### config.mk
export PLATFORM = sky130hd
export DESIGN_NAME = ground_sector_direction_picker
export DESIGN_NICKNAME = d
export VERILOG_FILES = /design/src/rtl/core/gsdp_pkg.sv /design/src/rtl/core/ground_sector_direction_picker.sv /design/src/rtl/core/gsdp_front.sv /design/src/rtl/core/gsdp_queue.sv /design/src/rtl/core/gsdp_back.sv
export VERILOG_INCLUDE_DIRS = /design/src /design/src/rtl/core
export SDC_FILE = /design/constraint.sdc
export NUM_CORES = 1
export LEC_CHECK = 0
export BUFFER_PORTS_ARGS = -buffer_cell sky130_fd_sc_hd__buf_2
export CORE_MARGIN = 4
export CORE_UTILIZATION = 35
export DETAILED_ROUTE_END_ITERATION = 8
export PLACE_DENSITY = 0.6
export SYNTH_ARGS = -nofsm -noshare
export SYNTH_HDL_FRONTEND = slang
export SYNTH_SLANG_ARGS = --single-unit
### constraint.sdc
create_clock -name clk -period 9.4 [get_ports clk]
set_input_delay 1.88 -clock clk [delete_from_list [all_inputs] [get_ports clk]]
set_output_delay 1.88 -clock clk [all_outputs]
set_load 0.01 [all_outputs]
### src/rtl/core/assert_macros.svh
// shared assertion macros, clocked on clk and masked while rst_n is low
`ifndef ASSERT_MACROS_SVH
`define ASSERT_MACROS_SVH

// property that must hold at every edge
`define ASSERT_CLK(label, prop, msg) \
  label: assert property (@(posedge clk) disable iff (!rst_n) (prop)) else $error(msg);

// same-cycle implication
`define ASSERT_IMPL(label, cond, prop, msg) \
  label: assert property (@(posedge clk) disable iff (!rst_n) (cond) |-> (prop)) else $error(msg);

// next-cycle implication
`define ASSERT_NEXT(label, cond, prop, msg) \
  label: assert property (@(posedge clk) disable iff (!rst_n) (cond) |=> (prop)) else $error(msg);

`endif

### src/rtl/core/gsdp_pkg.sv
// ----------------------------------------------------------------------------
// gsdp_pkg
// Shared widths, codes and types of the ground sector direction picker.
// ----------------------------------------------------------------------------
`default_nettype none

package gsdp_pkg;

  localparam int COL_W       = 10;
  localparam int ROW_W       = 10;
  localparam int PIX_W       = 8;
  localparam int FH_W        = 11;
  localparam int DIR_W       = 2;
  localparam int CFG_IDX_W   = 3;
  localparam int CFG_DATA_W  = 11;
  localparam int CNT_W       = 12;
  localparam int PCT_W       = 7;
  localparam int SQ_W        = 20;
  localparam int TY_W        = 22;
  localparam int DIVD_W      = 19;
  localparam int SECTORS     = 3;
  localparam int QUEUE_DEPTH = 4;
  localparam int QUEUE_PTR_W = 2;
  localparam int QUEUE_CNT_W = 3;

  localparam int PERCENT_SCALE     = 100;
  localparam int THRESHOLD_PERCENT = 90;

  localparam logic [CNT_W-1:0] COUNT_MAX = '1;

  // register indexes
  localparam logic [CFG_IDX_W-1:0] CFG_LUMA_MIN     = 3'd0;
  localparam logic [CFG_IDX_W-1:0] CFG_LUMA_MAX     = 3'd1;
  localparam logic [CFG_IDX_W-1:0] CFG_CB_MIN       = 3'd2;
  localparam logic [CFG_IDX_W-1:0] CFG_CB_MAX       = 3'd3;
  localparam logic [CFG_IDX_W-1:0] CFG_CR_MIN       = 3'd4;
  localparam logic [CFG_IDX_W-1:0] CFG_CR_MAX       = 3'd5;
  localparam logic [CFG_IDX_W-1:0] CFG_FRAME_HEIGHT = 3'd6;

  // sector / direction codes
  localparam logic [DIR_W-1:0] SECTOR_FIRST  = 2'd0;
  localparam logic [DIR_W-1:0] SECTOR_MIDDLE = 2'd1;
  localparam logic [DIR_W-1:0] SECTOR_LAST   = 2'd2;

  typedef struct packed {
    logic [PIX_W-1:0] luma_min;
    logic [PIX_W-1:0] luma_max;
    logic [PIX_W-1:0] cb_min;
    logic [PIX_W-1:0] cb_max;
    logic [PIX_W-1:0] cr_min;
    logic [PIX_W-1:0] cr_max;
    logic [FH_W-1:0]  frame_height;
  } gsdp_cfg_t;

  // classified pixel handed from front to back
  typedef struct packed {
    logic             region;
    logic             ground;
    logic [DIR_W-1:0] sector;
    logic             last;
  } gsdp_item_t;

endpackage

`default_nettype wire

### src/rtl/core/ground_sector_direction_picker.sv
// ----------------------------------------------------------------------------
// ground_sector_direction_picker
// Per-frame ground direction from a YCbCr pixel stream with coordinates.
// ----------------------------------------------------------------------------
// A pixel stream goes in, one direction per frame comes out. Ordinary pixels
// are taken one per cycle while the queue has room: the front squares the
// column and row offset and sorts each region pixel into its sector in two
// pipelined steps, then a four-item queue hands it to the back, which counts
// it. After counting a pixel with in_frame_end set, the back runs three
// divisions, each one load plus seven restoring steps on a single shared
// compare-subtract, then a history update and a decision. Pixels arriving
// meanwhile fill the queue and then stall the input, so frame ends belong in
// blanking. The direction sits in an output register, and counting of the
// next frame goes on while it waits to be taken; only a second frame end
// blocks behind an untaken direction. Configuration is written through
// cfg_wr_en/cfg_index/cfg_data; the user must write it only while no item is
// in flight, which the block does not enforce; there is no read-back.
`default_nettype none

module ground_sector_direction_picker #(
  parameter int ROI_WIDTH       = 30,
  parameter int ROI_HALF_HEIGHT = 40,
  parameter int HISTORY_DEPTH   = 3
) (
  input  wire logic                             clk,
  input  wire logic                             rst_n,
  // configuration write port
  input  wire logic                             cfg_wr_en,
  input  wire logic [gsdp_pkg::CFG_IDX_W-1:0]   cfg_index,
  input  wire logic [gsdp_pkg::CFG_DATA_W-1:0]  cfg_data,
  // pixel channel
  input  wire logic                             in_valid,
  output logic                                  in_stall,
  input  wire logic [gsdp_pkg::COL_W-1:0]       in_column,
  input  wire logic [gsdp_pkg::ROW_W-1:0]       in_row,
  input  wire logic [gsdp_pkg::PIX_W-1:0]       in_luma,
  input  wire logic [gsdp_pkg::PIX_W-1:0]       in_blue_chroma,
  input  wire logic [gsdp_pkg::PIX_W-1:0]       in_red_chroma,
  input  wire logic                             in_frame_end,
  // direction channel
  output logic                                  out_valid,
  input  wire logic                             out_stall,
  output logic [gsdp_pkg::DIR_W-1:0]            out_direction
);
  import gsdp_pkg::*;

  gsdp_cfg_t   cfg_r;
  gsdp_cfg_t   cfg_nxt;
  logic        push_valid;
  logic        push_ready;
  gsdp_item_t  push_item;
  logic        pop_valid;
  logic        pop_ready;
  gsdp_item_t  pop_item;

  // register decode, writes beyond the list are ignored
  always_comb begin
    cfg_nxt = cfg_r;
    if (cfg_wr_en) begin
      case (cfg_index)
        CFG_LUMA_MIN:     cfg_nxt.luma_min     = cfg_data[PIX_W-1:0];
        CFG_LUMA_MAX:     cfg_nxt.luma_max     = cfg_data[PIX_W-1:0];
        CFG_CB_MIN:       cfg_nxt.cb_min       = cfg_data[PIX_W-1:0];
        CFG_CB_MAX:       cfg_nxt.cb_max       = cfg_data[PIX_W-1:0];
        CFG_CR_MIN:       cfg_nxt.cr_min       = cfg_data[PIX_W-1:0];
        CFG_CR_MAX:       cfg_nxt.cr_max       = cfg_data[PIX_W-1:0];
        CFG_FRAME_HEIGHT: cfg_nxt.frame_height = cfg_data[FH_W-1:0];
        default: begin
        end
      endcase
    end
  end

  always_ff @(posedge clk) begin
    if (!rst_n) begin
      cfg_r.luma_min     <= '0;
      cfg_r.luma_max     <= '1;
      cfg_r.cb_min       <= '0;
      cfg_r.cb_max       <= '1;
      cfg_r.cr_min       <= '0;
      cfg_r.cr_max       <= '1;
      cfg_r.frame_height <= FH_W'(240);
    end else begin
      cfg_r <= cfg_nxt;
    end
  end

  // region test, colour test and sector sort
  gsdp_front #(
    .ROI_WIDTH       (ROI_WIDTH),
    .ROI_HALF_HEIGHT (ROI_HALF_HEIGHT)
  ) u_front (
    .clk            (clk),
    .rst_n          (rst_n),
    .cfg            (cfg_r),
    .in_valid       (in_valid),
    .in_stall       (in_stall),
    .in_column      (in_column),
    .in_row         (in_row),
    .in_luma        (in_luma),
    .in_blue_chroma (in_blue_chroma),
    .in_red_chroma  (in_red_chroma),
    .in_frame_end   (in_frame_end),
    .push_valid     (push_valid),
    .push_ready     (push_ready),
    .push_item      (push_item)
  );

  // decouples the sort pipeline from frame-end processing
  gsdp_queue u_queue (
    .clk        (clk),
    .rst_n      (rst_n),
    .push_valid (push_valid),
    .push_ready (push_ready),
    .push_item  (push_item),
    .pop_valid  (pop_valid),
    .pop_ready  (pop_ready),
    .pop_item   (pop_item)
  );

  // counters, divider, history and decision
  gsdp_back #(
    .HISTORY_DEPTH (HISTORY_DEPTH)
  ) u_back (
    .clk           (clk),
    .rst_n         (rst_n),
    .pop_valid     (pop_valid),
    .pop_ready     (pop_ready),
    .pop_item      (pop_item),
    .out_valid     (out_valid),
    .out_stall     (out_stall),
    .out_direction (out_direction)
  );

endmodule

`default_nettype wire

### src/rtl/core/gsdp_front.sv
// ----------------------------------------------------------------------------
// gsdp_front
// Takes pixels, tests region and colour, squares the offsets and sorts
// each region pixel into its sector before it goes to the queue.
// ----------------------------------------------------------------------------
`default_nettype none
`include "assert_macros.svh"

module gsdp_front #(
  parameter int ROI_WIDTH       = 30,
  parameter int ROI_HALF_HEIGHT = 40
) (
  input  wire logic                        clk,
  input  wire logic                        rst_n,
  input  wire gsdp_pkg::gsdp_cfg_t         cfg,
  input  wire logic                        in_valid,
  output logic                             in_stall,
  input  wire logic [gsdp_pkg::COL_W-1:0]  in_column,
  input  wire logic [gsdp_pkg::ROW_W-1:0]  in_row,
  input  wire logic [gsdp_pkg::PIX_W-1:0]  in_luma,
  input  wire logic [gsdp_pkg::PIX_W-1:0]  in_blue_chroma,
  input  wire logic [gsdp_pkg::PIX_W-1:0]  in_red_chroma,
  input  wire logic                        in_frame_end,
  output logic                             push_valid,
  input  wire logic                        push_ready,
  output gsdp_pkg::gsdp_item_t             push_item
);
  import gsdp_pkg::*;

  // row math width, covers row plus half height
  localparam int RW = 12;

  logic [ROW_W-1:0]   mid;
  logic [RW-1:0]      row_ext;
  logic [RW-1:0]      mid_ext;
  logic [RW-1:0]      half_h;
  logic               in_region;
  logic               in_ground;
  logic signed [ROW_W:0] dy;
  logic [ROW_W:0]     dy_negated;
  logic [ROW_W-1:0]   dy_abs;
  logic [SQ_W-1:0]    xx_c;
  logic [SQ_W-1:0]    dysq_c;
  logic               in_fire;

  logic               s1_valid_r;
  logic               s1_valid_nxt;
  logic [SQ_W-1:0]    s1_xx_r;
  logic [SQ_W-1:0]    s1_dysq_r;
  logic               s1_dy_pos_r;
  logic               s1_dy_neg_r;
  logic               s1_col_zero_r;
  logic               s1_region_r;
  logic               s1_ground_r;
  logic               s1_last_r;
  logic               s1_need_push;
  logic               s1_leave;
  logic [TY_W-1:0]    ty;
  logic               below;
  logic [DIR_W-1:0]   sector;

  assign mid     = cfg.frame_height[FH_W-1:1];
  assign row_ext = RW'(in_row);
  assign mid_ext = RW'(mid);
  assign half_h  = RW'(ROI_HALF_HEIGHT);

  assign in_region = ({1'b0, in_column} < (COL_W + 1)'(ROI_WIDTH)) &&
                     (row_ext + half_h >= mid_ext) &&
                     (row_ext < mid_ext + half_h);

  assign in_ground = (in_luma >= cfg.luma_min) && (in_luma <= cfg.luma_max) &&
                     (in_blue_chroma >= cfg.cb_min) && (in_blue_chroma <= cfg.cb_max) &&
                     (in_red_chroma >= cfg.cr_min) && (in_red_chroma <= cfg.cr_max);

  assign dy         = $signed({1'b0, mid}) - $signed({1'b0, in_row});
  assign dy_negated = -dy;
  assign dy_abs     = dy[ROW_W] ? dy_negated[ROW_W-1:0] : dy[ROW_W-1:0];
  assign xx_c       = in_column * in_column;
  assign dysq_c     = dy_abs * dy_abs;

  // pixels outside the region that are not frame ends are dropped here
  assign s1_need_push = s1_region_r || s1_last_r;
  assign s1_leave     = s1_valid_r && (push_ready || !s1_need_push);
  assign in_stall     = s1_valid_r && !s1_leave;
  assign in_fire      = in_valid && !in_stall;

  always_comb begin
    s1_valid_nxt = s1_valid_r;
    if (in_fire) begin
      s1_valid_nxt = 1'b1;
    end else if (s1_leave) begin
      s1_valid_nxt = 1'b0;
    end
  end

  always_ff @(posedge clk) begin
    if (!rst_n) begin
      s1_valid_r <= 1'b0;
    end else begin
      s1_valid_r <= s1_valid_nxt;
    end
  end

  always_ff @(posedge clk) begin
    if (in_fire) begin
      s1_xx_r       <= xx_c;
      s1_dysq_r     <= dysq_c;
      s1_dy_pos_r   <= !dy[ROW_W] && (dy != '0);
      s1_dy_neg_r   <= dy[ROW_W];
      s1_col_zero_r <= (in_column == '0);
      s1_region_r   <= in_region;
      s1_ground_r   <= in_ground;
      s1_last_r     <= in_frame_end;
    end
  end

  // x^2 against 3*dy^2
  assign ty    = TY_W'({s1_dysq_r, 1'b0}) + TY_W'(s1_dysq_r);
  assign below = TY_W'(s1_xx_r) < ty;

  always_comb begin
    if (s1_col_zero_r && !s1_dy_pos_r && !s1_dy_neg_r) begin
      sector = SECTOR_FIRST;
    end else if (s1_dy_pos_r && below) begin
      sector = SECTOR_FIRST;
    end else if (s1_dy_neg_r && below) begin
      sector = SECTOR_LAST;
    end else begin
      sector = SECTOR_MIDDLE;
    end
  end

  assign push_valid       = s1_valid_r && s1_need_push;
  assign push_item.region = s1_region_r;
  assign push_item.ground = s1_ground_r;
  assign push_item.sector = sector;
  assign push_item.last   = s1_last_r;

  `ASSERT_NEXT(a_front_capture, in_fire, s1_valid_r, "accepted item not held in stage")

endmodule

`default_nettype wire

### src/rtl/core/gsdp_queue.sv
// ----------------------------------------------------------------------------
// gsdp_queue
// Short queue of classified items between front and back.
// ----------------------------------------------------------------------------
`default_nettype none
`include "assert_macros.svh"

module gsdp_queue (
  input  wire logic                 clk,
  input  wire logic                 rst_n,
  input  wire logic                 push_valid,
  output logic                      push_ready,
  input  wire gsdp_pkg::gsdp_item_t push_item,
  output logic                      pop_valid,
  input  wire logic                 pop_ready,
  output gsdp_pkg::gsdp_item_t      pop_item
);
  import gsdp_pkg::*;

  gsdp_item_t               mem_r [QUEUE_DEPTH];
  logic [QUEUE_PTR_W-1:0]   wr_ptr_r;
  logic [QUEUE_PTR_W-1:0]   wr_ptr_nxt;
  logic [QUEUE_PTR_W-1:0]   rd_ptr_r;
  logic [QUEUE_PTR_W-1:0]   rd_ptr_nxt;
  logic [QUEUE_CNT_W-1:0]   count_r;
  logic [QUEUE_CNT_W-1:0]   count_nxt;
  logic                     push_fire;
  logic                     pop_fire;
  logic                     push_only;

  assign push_ready = (count_r != QUEUE_CNT_W'(QUEUE_DEPTH));
  assign pop_valid  = (count_r != '0);
  assign pop_item   = mem_r[rd_ptr_r];
  assign push_fire  = push_valid && push_ready;
  assign pop_fire   = pop_valid && pop_ready;
  assign push_only  = push_fire && !pop_fire;

  always_comb begin
    wr_ptr_nxt = push_fire ? wr_ptr_r + 1'b1 : wr_ptr_r;
    rd_ptr_nxt = pop_fire ? rd_ptr_r + 1'b1 : rd_ptr_r;
    count_nxt  = count_r;
    if (push_fire && !pop_fire) begin
      count_nxt = count_r + 1'b1;
    end else if (pop_fire && !push_fire) begin
      count_nxt = count_r - 1'b1;
    end
  end

  always_ff @(posedge clk) begin
    if (!rst_n) begin
      wr_ptr_r <= '0;
      rd_ptr_r <= '0;
      count_r  <= '0;
    end else begin
      wr_ptr_r <= wr_ptr_nxt;
      rd_ptr_r <= rd_ptr_nxt;
      count_r  <= count_nxt;
    end
  end

  always_ff @(posedge clk) begin
    if (push_fire) begin
      mem_r[wr_ptr_r] <= push_item;
    end
  end

  `ASSERT_CLK(a_queue_bound, count_r <= QUEUE_CNT_W'(QUEUE_DEPTH), "queue count past depth")
  `ASSERT_NEXT(a_queue_grow, push_only, count_r == $past(count_r) + 1'b1, "queue did not grow")

endmodule

`default_nettype wire

### src/rtl/core/gsdp_back.sv
// ----------------------------------------------------------------------------
// gsdp_back
// Counts pixels per sector, and at frame end divides out percentages,
// rolls the history and picks the direction.
// ----------------------------------------------------------------------------
`default_nettype none
`include "assert_macros.svh"

module gsdp_back #(
  parameter int HISTORY_DEPTH = 3
) (
  input  wire logic                        clk,
  input  wire logic                        rst_n,
  input  wire logic                        pop_valid,
  output logic                             pop_ready,
  input  wire gsdp_pkg::gsdp_item_t        pop_item,
  output logic                             out_valid,
  input  wire logic                        out_stall,
  output logic [gsdp_pkg::DIR_W-1:0]       out_direction
);
  import gsdp_pkg::*;

  localparam int SUM_W = $clog2(PERCENT_SCALE * HISTORY_DEPTH + 1);
  localparam logic [SUM_W-1:0] THRESH = SUM_W'(THRESHOLD_PERCENT * HISTORY_DEPTH);

  localparam logic [2:0] ST_COUNT  = 3'd0;
  localparam logic [2:0] ST_LOAD   = 3'd1;
  localparam logic [2:0] ST_DIV    = 3'd2;
  localparam logic [2:0] ST_UPDATE = 3'd3;
  localparam logic [2:0] ST_DECIDE = 3'd4;

  logic [2:0]         state_r, state_nxt;
  logic [CNT_W-1:0]   ground_r [SECTORS];
  logic [CNT_W-1:0]   ground_nxt [SECTORS];
  logic [CNT_W-1:0]   region_r [SECTORS];
  logic [CNT_W-1:0]   region_nxt [SECTORS];
  logic [DIR_W-1:0]   sec_r, sec_nxt;
  logic [DIVD_W-1:0]  rem_r, rem_nxt;
  logic [DIVD_W-1:0]  div_r, div_nxt;
  logic [PCT_W-1:0]   quo_r, quo_nxt;
  logic [2:0]         step_r, step_nxt;
  logic [PCT_W-1:0]   pct_r [SECTORS];
  logic [PCT_W-1:0]   pct_nxt [SECTORS];
  logic [PCT_W-1:0]   hist_r [HISTORY_DEPTH][SECTORS];
  logic [PCT_W-1:0]   hist_nxt [HISTORY_DEPTH][SECTORS];
  logic [SUM_W-1:0]   sum_r [SECTORS];
  logic [SUM_W-1:0]   sum_nxt [SECTORS];
  logic               out_valid_r, out_valid_nxt;
  logic [DIR_W-1:0]   out_dir_r, out_dir_nxt;

  logic               pop_fire;
  logic [CNT_W-1:0]   sel_ground;
  logic [CNT_W-1:0]   sel_region;
  logic               ge;
  logic [DIR_W-1:0]   pick;
  logic               counts_ordered;
  logic               pct_in_range;

  assign pop_ready     = (state_r == ST_COUNT);
  assign pop_fire      = pop_valid && pop_ready;
  assign out_valid     = out_valid_r;
  assign out_direction = out_dir_r;

  // operand of the sector under division
  always_comb begin
    case (sec_r)
      SECTOR_FIRST: begin
        sel_ground = ground_r[0];
        sel_region = region_r[0];
      end
      SECTOR_MIDDLE: begin
        sel_ground = ground_r[1];
        sel_region = region_r[1];
      end
      default: begin
        sel_ground = ground_r[2];
        sel_region = region_r[2];
      end
    endcase
  end

  assign ge = (rem_r >= div_r);

  // middle wins at threshold or on a tie for the top, else the larger of first and last, first on a tie
  always_comb begin
    if ((sum_r[1] >= THRESH) || ((sum_r[1] >= sum_r[0]) && (sum_r[1] >= sum_r[2]))) begin
      pick = SECTOR_MIDDLE;
    end else if (sum_r[0] >= sum_r[2]) begin
      pick = SECTOR_FIRST;
    end else begin
      pick = SECTOR_LAST;
    end
  end

  always_comb begin
    state_nxt     = state_r;
    sec_nxt       = sec_r;
    rem_nxt       = rem_r;
    div_nxt       = div_r;
    quo_nxt       = quo_r;
    step_nxt      = step_r;
    out_valid_nxt = out_valid_r && out_stall;
    out_dir_nxt   = out_dir_r;
    for (int k = 0; k < SECTORS; k++) begin
      ground_nxt[k] = ground_r[k];
      region_nxt[k] = region_r[k];
      pct_nxt[k]    = pct_r[k];
      sum_nxt[k]    = sum_r[k];
      for (int f = 0; f < HISTORY_DEPTH; f++) begin
        hist_nxt[f][k] = hist_r[f][k];
      end
    end

    case (state_r)
      ST_COUNT: begin
        if (pop_fire) begin
          for (int k = 0; k < SECTORS; k++) begin
            if (pop_item.region && (pop_item.sector == DIR_W'(k))) begin
              if (region_r[k] != COUNT_MAX) begin
                region_nxt[k] = region_r[k] + 1'b1;
              end
              if (pop_item.ground && (ground_r[k] != COUNT_MAX)) begin
                ground_nxt[k] = ground_r[k] + 1'b1;
              end
            end
          end
          if (pop_item.last) begin
            sec_nxt   = SECTOR_FIRST;
            state_nxt = ST_LOAD;
          end
        end
      end
      ST_LOAD: begin
        // ground * 100 as shifts, divisor aligned to the top quotient bit
        rem_nxt   = DIVD_W'({sel_ground, 6'b0}) + DIVD_W'({sel_ground, 5'b0}) +
                    DIVD_W'({sel_ground, 2'b0});
        div_nxt   = DIVD_W'({sel_region, 6'b0});
        quo_nxt   = '0;
        step_nxt  = '0;
        state_nxt = ST_DIV;
      end
      ST_DIV: begin
        rem_nxt  = ge ? rem_r - div_r : rem_r;
        quo_nxt  = {quo_r[PCT_W-2:0], ge};
        div_nxt  = div_r >> 1;
        step_nxt = step_r + 1'b1;
        if (step_r == 3'(PCT_W - 1)) begin
          for (int k = 0; k < SECTORS; k++) begin
            if (sec_r == DIR_W'(k)) begin
              pct_nxt[k] = (sel_region == '0) ? '0 : {quo_r[PCT_W-2:0], ge};
            end
          end
          if (sec_r == SECTOR_LAST) begin
            state_nxt = ST_UPDATE;
          end else begin
            sec_nxt   = sec_r + 1'b1;
            state_nxt = ST_LOAD;
          end
        end
      end
      ST_UPDATE: begin
        for (int k = 0; k < SECTORS; k++) begin
          sum_nxt[k] = sum_r[k] - SUM_W'(hist_r[HISTORY_DEPTH-1][k]) + SUM_W'(pct_r[k]);
          for (int f = HISTORY_DEPTH - 1; f > 0; f--) begin
            hist_nxt[f][k] = hist_r[f-1][k];
          end
          hist_nxt[0][k] = pct_r[k];
          ground_nxt[k]  = '0;
          region_nxt[k]  = '0;
        end
        state_nxt = ST_DECIDE;
      end
      ST_DECIDE: begin
        if (!out_valid_r || !out_stall) begin
          out_valid_nxt = 1'b1;
          out_dir_nxt   = pick;
          state_nxt     = ST_COUNT;
        end
      end
      default: begin
        state_nxt = ST_COUNT;
      end
    endcase
  end

  always_ff @(posedge clk) begin
    if (!rst_n) begin
      state_r     <= ST_COUNT;
      out_valid_r <= 1'b0;
      for (int k = 0; k < SECTORS; k++) begin
        ground_r[k] <= '0;
        region_r[k] <= '0;
        sum_r[k]    <= '0;
        for (int f = 0; f < HISTORY_DEPTH; f++) begin
          hist_r[f][k] <= '0;
        end
      end
    end else begin
      state_r     <= state_nxt;
      out_valid_r <= out_valid_nxt;
      for (int k = 0; k < SECTORS; k++) begin
        ground_r[k] <= ground_nxt[k];
        region_r[k] <= region_nxt[k];
        sum_r[k]    <= sum_nxt[k];
        for (int f = 0; f < HISTORY_DEPTH; f++) begin
          hist_r[f][k] <= hist_nxt[f][k];
        end
      end
    end
  end

  always_ff @(posedge clk) begin
    sec_r     <= sec_nxt;
    rem_r     <= rem_nxt;
    div_r     <= div_nxt;
    quo_r     <= quo_nxt;
    step_r    <= step_nxt;
    out_dir_r <= out_dir_nxt;
    for (int k = 0; k < SECTORS; k++) begin
      pct_r[k] <= pct_nxt[k];
    end
  end

  // checker terms
  assign counts_ordered = (ground_r[0] <= region_r[0]) && (ground_r[1] <= region_r[1]) &&
                          (ground_r[2] <= region_r[2]);
  assign pct_in_range   = (pct_r[0] <= PCT_W'(PERCENT_SCALE)) &&
                          (pct_r[1] <= PCT_W'(PERCENT_SCALE)) &&
                          (pct_r[2] <= PCT_W'(PERCENT_SCALE));

  `ASSERT_CLK(a_back_ground_le_region, counts_ordered, "ground count above region count")
  `ASSERT_IMPL(a_back_pct_range, state_r == ST_UPDATE, pct_in_range, "percentage above 100")

endmodule

`default_nettype wire
==> flow_summary.toml, run 1 <==
[clock_network]
clkLatencyLatePin_ns = 0.59
path_clk_slew_ns = 0.06
cts_buffer_depth = 3
cts_resized = 0
cts_buffers = 45
clock-sinks = 368
clockRootBuffer = "clkbuf_16"
cts_tree = "built"
cts_setup_buffers = 0
cts_max_level = 2
postCtsHoldBufs = 0

[synthesis]
syn-mean-instance-area_um2 = 9.050
syn_area_mm2 = 0.02683
synth_area_leader_cell = "dfxtp_1"
synth_top_flop_cell = "dfxtp_1"
synthCells = 2965
synthTopCellsByArea = "dfxtp_1 (17%), edfxtp_1 (15%), ha_1 (15%), fa_1 (9.4%), nand2_1 (5.5%)"
syn_nets = 3470
yosys.cell_count.top_type = "nand2_1"
synth_edf_count = 134
synthDistinctLibCells = 72
synth.top_cell.area_share = 0.1746
synth_common_cells = "nand2_1 (392), inv_1 (379), ha_1 (315)"
synth-seq-cells = 368
async_flop_share = 0
yosys_warnings = 0
ys_seq_area_frac = 0.3245

[placed_design]
port_buffers = 67
dp_hpwl_um = 43410
gp_congestion = 0.8366
place_area_mm2 = 0.02832

[floorplan]
core-area_mm2 = 0.07595
fp.dieH_um = 284.9
rows = 101
start_util = 0.3533
io_pins = 68
design.die.area_mm2 = 0.08116
die_w_um = 284.9

[power_and_ir_drop]
power_mw = 9.448
p_per_area_mw_per_mm2 = 316.3
p_leak_nw = 13.03
max-vdd-ir-drop_v = 0.0004480

[timing]
final_hold_viol_count = 0
finalSetupTns_ns = 0
fmax_mhz = 115.3
finalSetupViolations = 0
worst_slew_pin_slew_ns = 1.068
fin_worst_skew_ns = 0.03271
period_share = 0.9226
finalCriticalPeriod_ns = 8.672
rsz0062_at_grt = "false"
slew_viol_final = 0
relSlewSlack = 0.2883

[run]
maxCapViolations = 0

[global_routing]
antenna_found_initial = 10
grt_pass1_vias = 19610
grt_max_degree = 102
grt.total_usage = 0.1438
overflow = 0
grt_pass1_wl_um = 97500

[detailed_routing]
ant_nets = 0
firstDrtPassIters = 5
dr.first_iter.drc_count = 864
wl_per_cell_um = 14.14
wirelength_um = 57760
via_per_inst = 4.799
dr_total_vias = 19600
drc = 0

[final_layout]
seq_area_mm2 = 0.008708
drive_gt1_frac = 0.06162
areaGrowthSynthToFinish_pct = 11.32
finalInstanceArea_mm2 = 0.02987
multi_input_area_mm2 = 0.01640
nNetsFinal = 3519
n_fill_cell = 7698

[critical_path]
critPathRequiredTime_ns = 9.74
arrival_ns = 9.01
cp-start-kind = "input port"
cp_max_fo = 7
path_class = "input port to flop"
cp-end-kind = "flop"
cpPeakStageDelay_ns = 0.60
crit_slowest_cell = "xnor2_1"
crit_top_cell = "fa_1"

[status]
outcome = "finished clean"

[worst_hold_path]
holdCritPathClass = "flop to flop"
==> critical path, delay by kind of cell <==
family / cells / cell delay (ns)
buffers and inverters: 4 / 0.25
adders and majority gates: 8 / 3.37
and+or+nand+nor: 7 / 0.95
xor gates and xnor gates: 3 / 1.06
AOI/OAI and AO/OA: 7 / 1.49
==> state kept, by name (all words and copies together), names as in the netlist, 2 cells and up, named ones only <==
signal and count:
u_back.step_r 3, u_back.hist_r 63, cfg_r 58, u_front.s1_dysq_r 19, u_back.out_direction 2, u_back.ground_r 36, u_back.sec_r 2, u_back.quo_r 6
u_back.region_r 36, u_back.sum_r 27, u_queue.mem_r 20, u_back.pct_r 21, u_back.state_r 3, u_front.s1_xx_r 18, u_back.div_r 18, u_queue.count_r 3
u_queue.wr_ptr_r 2, u_back.rem_r 19, u_queue.rd_ptr_r 2
==> area by class of cell <==
type,instances,area share
multi-input combinational,2131,0.5490
inverter,381,0.04796
timing repair buffer,87,0.01634
clock inverter,12,0.005445
clock buffer,72,0.04628
antenna,4,0.0003351
sequential,368,0.2915
tap,1030,0.04314
==> cell usage in the layout, fill, tap and decap left out, types with 9 or more instances in the layout <==
master	n
ha_1	315
fa_1	126
o21a_1	25
and2_1	70
and3_1	28
clkbuf_16	49
inv_1	379
or3_1	17
nand2b_1	37
a22oi_1	9
o21ai_0	96
nand2_1	391
clkbuf_1	16
mux2i_1	15
a31oi_1	10
nor2_1	185
nor2b_1	39
xor2_1	80
dfxtp_1	234
o31ai_1	9
a22o_1	16
o21bai_1	11
nand3_1	49
a21o_1	57
a211oi_1	10
xnor2_1	103
a21oi_1	129
buf_4	21
a21boi_0	121
edfxtp_1	134
buf_2	66
nand4_1	29
nor3_1	30
o211ai_1	32
nor4_1	12
==> worst paths after layout <==
path                             start               endpoint  slack [ns]  depth (start not counted)
setup / recovery             in_row[0]  u_front.s1_dysq_r[18]        0.73                         29
hold / removal    u_back.hist_r[0][33]   u_back.hist_r[0][54]        0.45                          2
setup reg to reg              cfg_r[4]  u_front.s1_dysq_r[18]        1.66                         27
hold reg to reg   u_back.hist_r[0][33]   u_back.hist_r[0][54]        0.45                          2
==> per-stage QoR <==
step           setup slack (ns)  std cells  hold slack [ns]  utilization
2_1_floorplan            0.6853       2965           0.4410            -
3_3_place_gp             0.1824       3997           0.4495       0.3728
3_5_place_dp            0.09567       3997           0.4587       0.3728
4_1_cts                  0.7222       4081           0.4577       0.3932
5_1_grt                  0.2549       4082           0.4773       0.3932
6_report                 0.7278       4085           0.4528       0.3933
==> metal layers <==
metal  GRT usage  vias to the layer above  part of all wire
li1            -                    10050                 -
met1      0.1890                     9251              0.47
met2      0.2452                      226              0.47
met3     0.02278                       72             0.039
met4     0.04088                        6             0.023
met5           0                        -           0.00071
==> cells by family after synthesis <==
| group | Yosys count | share of synthesized area |
|---|---|---|
| adder cells (fa/ha/maj) | 441 | 0.2409 |
| XOR/XNOR | 186 | 0.06155 |
| AO/OA/AOI/OAI | 560 | 0.1380 |
| multiplexers | 22 | 0.01063 |
| AND/OR/NAND/NOR | 922 | 0.1590 |
| buffers and inverters | 466 | 0.06537 |
| flip-flops | 368 | 0.3245 |
==> power by group <==
part | internal [mW] | switching, mW | leakage, nW | total [mW]
Combinational | 2.32 | 3.06 | 9.10 | 5.38
Sequential | 2.14 | 0.137 | 3.17 | 2.28
Clock | 1.07 | 0.715 | 0.756 | 1.79
(Power assumes the default switching activity.)
==> run 2: changes to the inputs <==
- ABC_AREA: unset -> 1
- GPL_TIMING_DRIVEN: unset -> 1
==> flow_summary.toml, run 2 <==
[floorplan]
fp.dieH_um = 289.1
core-area_mm2 = 0.07785
start_util = 0.3554
die_w_um = 289.1
io_pins = 68
design.die.area_mm2 = 0.08360
rows = 102

[critical_path]
cpPeakStageDelay_ns = 0.60
crit_slowest_cell = "ha_1"
rr_worst_depth = 33
path_class = "input port to flop"
cp-end-kind = "flop"
cp_max_fo = 12
critPathRequiredTime_ns = 9.75
arrival_ns = 8.20
crit_top_cell = "inv_1"
cp-start-kind = "input port"

[synthesis]
ys_seq_area_frac = 0.3148
synthCells = 3470
syn_area_mm2 = 0.02767
synth_top_flop_cell = "dfxtp_1"
yosys.cell_count.top_type = "inv_1"
synth-simple-area-share = 0.1748
syn_nets = 3975
post_synth_xor_area_fraction = 0.03993
synth_common_cells = "inv_1 (603), nand2_1 (525), nor2_1 (336)"
yosys_warnings = 0
synth_edf_count = 134
synth_top_family_by_area = "adder cells"
synth-compound-area-share = 0.1388
synthDistinctLibCells = 60
synthAdderAreaFrac = 0.2336
synthTopCellsByArea = "dfxtp_1 (17%), edfxtp_1 (15%), ha_1 (14%), fa_1 (9.1%), inv_1 (8.2%)"
synth_area_leader_cell = "dfxtp_1"
syn-mean-instance-area_um2 = 7.973
synth-seq-cells = 368
async_flop_share = 0
synth.top_cell.area_share = 0.1693
synthMuxAreaShare = 0.0003618

[final_layout]
largest_register_ffs = 63
multi_input_area_mm2 = 0.01627
seq_area_mm2 = 0.008708
nNetsFinal = 4015
areaGrowthSynthToFinish_pct = 10.41
drive_gt1_frac = 0.06428
reg_top3 = "u_back.hist_r (63), cfg_r (58)"
top_register = "u_back.hist_r"
final_cell_mix = "inv_1 (603), nand2_1 (525), nor2_1 (334), ha_1 (315), a21oi_1 (299)"
n_fill_cell = 8040
mostFrequentLayoutCell = "inv_1"

[global_routing]
grt.total_usage = 0.1558
antenna_found_initial = 3
met2_usage = 0.2599
overflow = 0
grt-busiest-layer = "met2"
grt_pass1_vias = 21570
grt_util_met3 = 0.01928
grt_max_degree = 100
grt_pass1_wl_um = 108000
grt.met1_usage = 0.2151

[run]
maxCapViolations = 0

[clock_network]
cts_buffer_depth = 3
postCtsHoldBufs = 0
cts_buffers = 45
clock-sinks = 368
cts_resized = 0
cts_tree = "built"
cts_setup_buffers = 0
cts_max_level = 2
clockRootBuffer = "clkbuf_16"
path_clk_slew_ns = 0.06
clkLatencyLatePin_ns = 0.60

[timing]
period_share = 0.8353
fmax_mhz = 127.4
worst_slew_pin_slew_ns = 1.015
slew_viol_final = 0
finalCriticalPeriod_ns = 7.852
fin_worst_skew_ns = 0.04188
relSlewSlack = 0.3215
holdWs_ns = 0.4584
rsz0062_at_grt = "false"
finalSetupViolations = 0
fin_ws_ns = 1.548
final_hold_viol_count = 0
finalSetupTns_ns = 0

[power_and_ir_drop]
p_leak_nw = 14.19
max-vdd-ir-drop_v = 0.0004554
p_per_area_mw_per_mm2 = 344.5

[detailed_routing]
ant_nets = 0
dr.first_iter.drc_count = 1215
wl_per_cell_um = 14.01
via_per_inst = 4.817
dr_total_vias = 22100
drc = 0
wirelength_um = 64260
firstDrtPassIters = 5

[placed_design]
place_ws_ns = 0.9592
dp_hpwl_um = 48650
port_buffers = 67
gp_congestion = 0.8335

[worst_hold_path]
holdCritPathClass = "flop to flop"
hold_depth = 2

[status]
outcome = "finished clean"
## run 2: cell count changes after synthesis, moves of 45 or more
cell	previous run	this run
a21o_1	57	12
a21boi_0	121	4
nand3_1	49	120
inv_1	379	603
nor2_1	186	336
xnor2_1	103	33
o21ai_0	96	260
and2_1	70	1
a21oi_1	131	299
nand2_1	392	525
## run 2: path summary, 6_finish.rpt
kind | startpoint | end | slack (ns)
setup / recovery | in_row[0] | u_front.s1_dysq_r[18] | 1.55
hold / removal | cfg_r[26] | cfg_r[26] | 0.46
setup reg to reg | cfg_r[1] | u_front.s1_dysq_r[18] | 2.56
hold reg to reg | cfg_r[26] | cfg_r[26] | 0.46
## run 2: critical path: cells and delay by family
| kind | cells | cell delay (ns) |
|---|---|---|
| adder cells (fa/ha/maj) | 7 | 3.55 |
| AND/OR/NAND/NOR | 11 | 1.42 |
| buffers and inverters | 8 | 0.67 |
| AO/OA/AOI/OAI | 3 | 0.57 |
| XOR/XNOR | 1 | 0.08 |
## run 2: report_power, final
group	switching (mW)	internal (mW)	total [mW]
Clock	0.730	1.01	1.74
Sequential	0.160	2.21	2.37
Combinational	4.01	2.40	6.41
## run 2: area by class of cell
| type | instances | area share |
|---|---|---|
| clock inverters | 24 | 0.008561 |
| repair buffers | 80 | 0.01425 |
| inverters | 622 | 0.07680 |
| flip-flops and latches | 368 | 0.2851 |
| well taps | 1040 | 0.04260 |
| diodes | 1 | 0.00008192 |
| clock buffers | 60 | 0.04002 |
| multi-input cells | 2393 | 0.5326 |
## run 2: kinds of logic after synthesis
kind of cell,Yosys count
AND/OR/NAND/NOR,1132
buffers and inverters,709
AO/OA/AOI/OAI,698
adder cells (fa/ha/maj),441
flip-flops,368
XOR/XNOR,121
multiplexers,1
## run 2: routing by layer
layer | wire (µm) | part of all wire | up-vias
li1 | - | - | 11450
met1 | 31240 | 0.49 | 10260
met2 | 29180 | 0.45 | 310
met3 | 2418 | 0.038 | 83
met4 | 1420 | 0.022 | 0
met5 | 0 | 0 | -
## run 2: per-stage QoR
step	power [mW]	instances	instance area (µm²)	util
4_1_cts	10.64	4587	30540	0.3923
3_5_place_dp	8.807	4503	29060	0.3733
2_1_floorplan	7.345	3470	27670	-
6_report	10.52	4588	30550	0.3924
5_1_grt	11.72	4587	30540	0.3923
3_3_place_gp	8.739	4503	29060	0.3733
==> run 3: changes to the inputs <==
- ABC_AREA: 1 -> 0
- clock period: 9.4 -> 8.2 ns (I/O delays scaled with it)
==> flow_summary.toml, run 3 (synthesized netlist as in run 1, its figures left out) <==
[status]
outcome = "finished clean"

[final_layout]
n_fill_cell = 7616
top_register = "u_back.hist_r"
final_cell_mix = "nand2_1 (390), inv_1 (379), ha_1 (314), dfxtp_1 (234), nor2_1 (185)"
nNetsFinal = 3597
drive_gt1_frac = 0.08949
finalInstanceArea_mm2 = 0.03055
final_util = 0.4022
seq_area_mm2 = 0.008708
num_antenna_cells = 0
largest_register_ffs = 63
multi_input_area_mm2 = 0.01650
mostFrequentLayoutCell = "nand2_1"
areaGrowthSynthToFinish_pct = 13.84
reg_top3 = "u_back.hist_r (63), cfg_r (58)"

[clock_network]
cts_tree = "built"
cts_max_level = 2
path_clk_slew_ns = 0.06
postCtsHoldBufs = 0
clock-sinks = 368
clockRootBuffer = "clkbuf_16"
clkLatencyLatePin_ns = 0.59
cts_buffer_depth = 3
cts_buffers = 46

[floorplan]
die_w_um = 284.9
core-area_mm2 = 0.07595
rows = 101
io_pins = 68
design.die.area_mm2 = 0.08116
fp.dieH_um = 284.9
start_util = 0.3533

[critical_path]
rr_worst_depth = 29
cp_max_fo = 4
r2r_start = "cfg_r[1]"
arrival_ns = 8.30
path_buf_inv = 7
crit_top_cell = "fa_1"
critPathTopFamily = "adder cells"
path_class = "input port to flop"
crit_slowest_cell = "fa_1"
critPathRequiredTime_ns = 8.53
cp-end-kind = "flop"
cp-start-kind = "input port"
cpPeakStageDelay_ns = 0.55
crit_cells = 28
cp-startpoint = "in_row[4]"
r2r_setup_slack_ns = 1.02
r2r-end = "u_front.s1_dysq_r[19]"
crit_end = "u_front.s1_dysq_r[19]"

[power_and_ir_drop]
p_leak_nw = 13.42
power_frac_comb = 0.602
pwr-share-seq = 0.223
cellInternalPower_mw = 6.969
switching_power_mw = 4.754
p_sw_frac = 0.4055
p_per_area_mw_per_mm2 = 383.8
clock_power_share = 0.175
max-vdd-ir-drop_v = 0.0005033

[detailed_routing]
via_per_inst = 4.757
drc = 0
firstDrtPassIters = 5
dr_total_vias = 19790
wirelength_um = 58010
ant_nets = 0
dr.first_iter.drc_count = 955
wl_per_cell_um = 13.95

[timing]
worst_slew_pin_slew_ns = 1.154
finalSetupTns_ns = 0
period_share = 0.9719
fin_worst_skew_ns = 0.02123
slew_viol_final = 0
relSlewSlack = 0.2245
final_hold_viol_count = 0
fmax_mhz = 125.5
finalSetupViolations = 0
finalCriticalPeriod_ns = 7.970

[placed_design]
port_buffers = 67
gp_congestion = 0.8097
dp_hpwl_um = 43950
place_area_mm2 = 0.02893

[global_routing]
antenna_found_initial = 7
grt_pass1_wl_um = 97370
grt.total_usage = 0.1433
overflow = 0
grt_pass1_vias = 19790
grt_max_degree = 102

[run]
maxCapViolations = 0

[worst_hold_path]
hold_depth = 2
holdCritPathClass = "flop to flop"
-- run 3: cell count changes in the layout (fill, tap and decap cells not counted), sizes merged, moves of 82 or more --
cell,previous run,this run
inv,621,385
buf,80,164
nand3,131,49
o21ai,272,98
a21oi,301,131
nor2,352,188
nand2,539,393
a21boi,4,122
-- run 3: power groups by stage --
stage	Clock, mW	Sequential [mW]	Combinational (mW)
after floorplan	0	2.60	5.00
after global placement	0	2.65	6.84
after detailed placement	0	2.66	6.90
after CTS	2.11	2.62	6.96
after global routing	2.19	2.65	8.07
final	2.05	2.61	7.06
-- run 3: repair_timing --
item | in CTS | in global routing
setup buffers | 0 | 2
gates resized for setup | 0 | 14
setup endpoints to repair | 0 | 5
-- run 3: how the worst min path moves through the flow --
stage	start	end
3_3_place_gp	u_back.hist_r[0][4]	u_back.hist_r[0][25]
5_1_grt	u_back.hist_r[0][0]	u_back.hist_r[0][21]
4_1_cts	u_back.hist_r[0][0]	u_back.hist_r[0][21]
2_1_floorplan	u_back.sum_r[0][20]	u_back.sum_r[0][20]
6_report	u_back.hist_r[0][0]	u_back.hist_r[0][21]
3_5_place_dp	u_back.hist_r[0][0]	u_back.hist_r[0][21]
-- run 3: area by class of cell --
cell class / instances / area share
well taps: 1030 / 0.04219
repair buffers: 164 / 0.03531
multi-input cells: 2131 / 0.5401
clock inverters: 23 / 0.007741
inverters: 381 / 0.04690
flip-flops and latches: 368 / 0.2851
clock buffers: 62 / 0.04268
-- run 3: layer usage --
metal	GRT usage	up-vias	routed length, µm
met1	0.1911	9321	27830
met2	0.2456	188	27240
li1	-	10200	-
met3	0.02094	78	1729
met5	0	-	13
met4	0.03399	2	1191
-- run 3: tightest hold or removal path, stage by stage (launching register included) --
cell and delay (ns):
dfxtp_1 0.30, nand2_1 0.05, a21boi_0 0.06
-- run 3: stage by stage --
stage | std cells | hold WS (ns) | setup slack, ns | power (mW)
floorplan | 2965 | 0.4410 | 0.009056 | 7.601
global placement | 4072 | 0.4493 | -0.3337 | 9.487
detailed placement | 4072 | 0.4550 | -0.3800 | 9.554
CTS | 4157 | 0.4536 | 0.2123 | 11.69
global route | 4159 | 0.4685 | -0.05814 | 12.92
finish | 4159 | 0.4482 | 0.2301 | 11.72
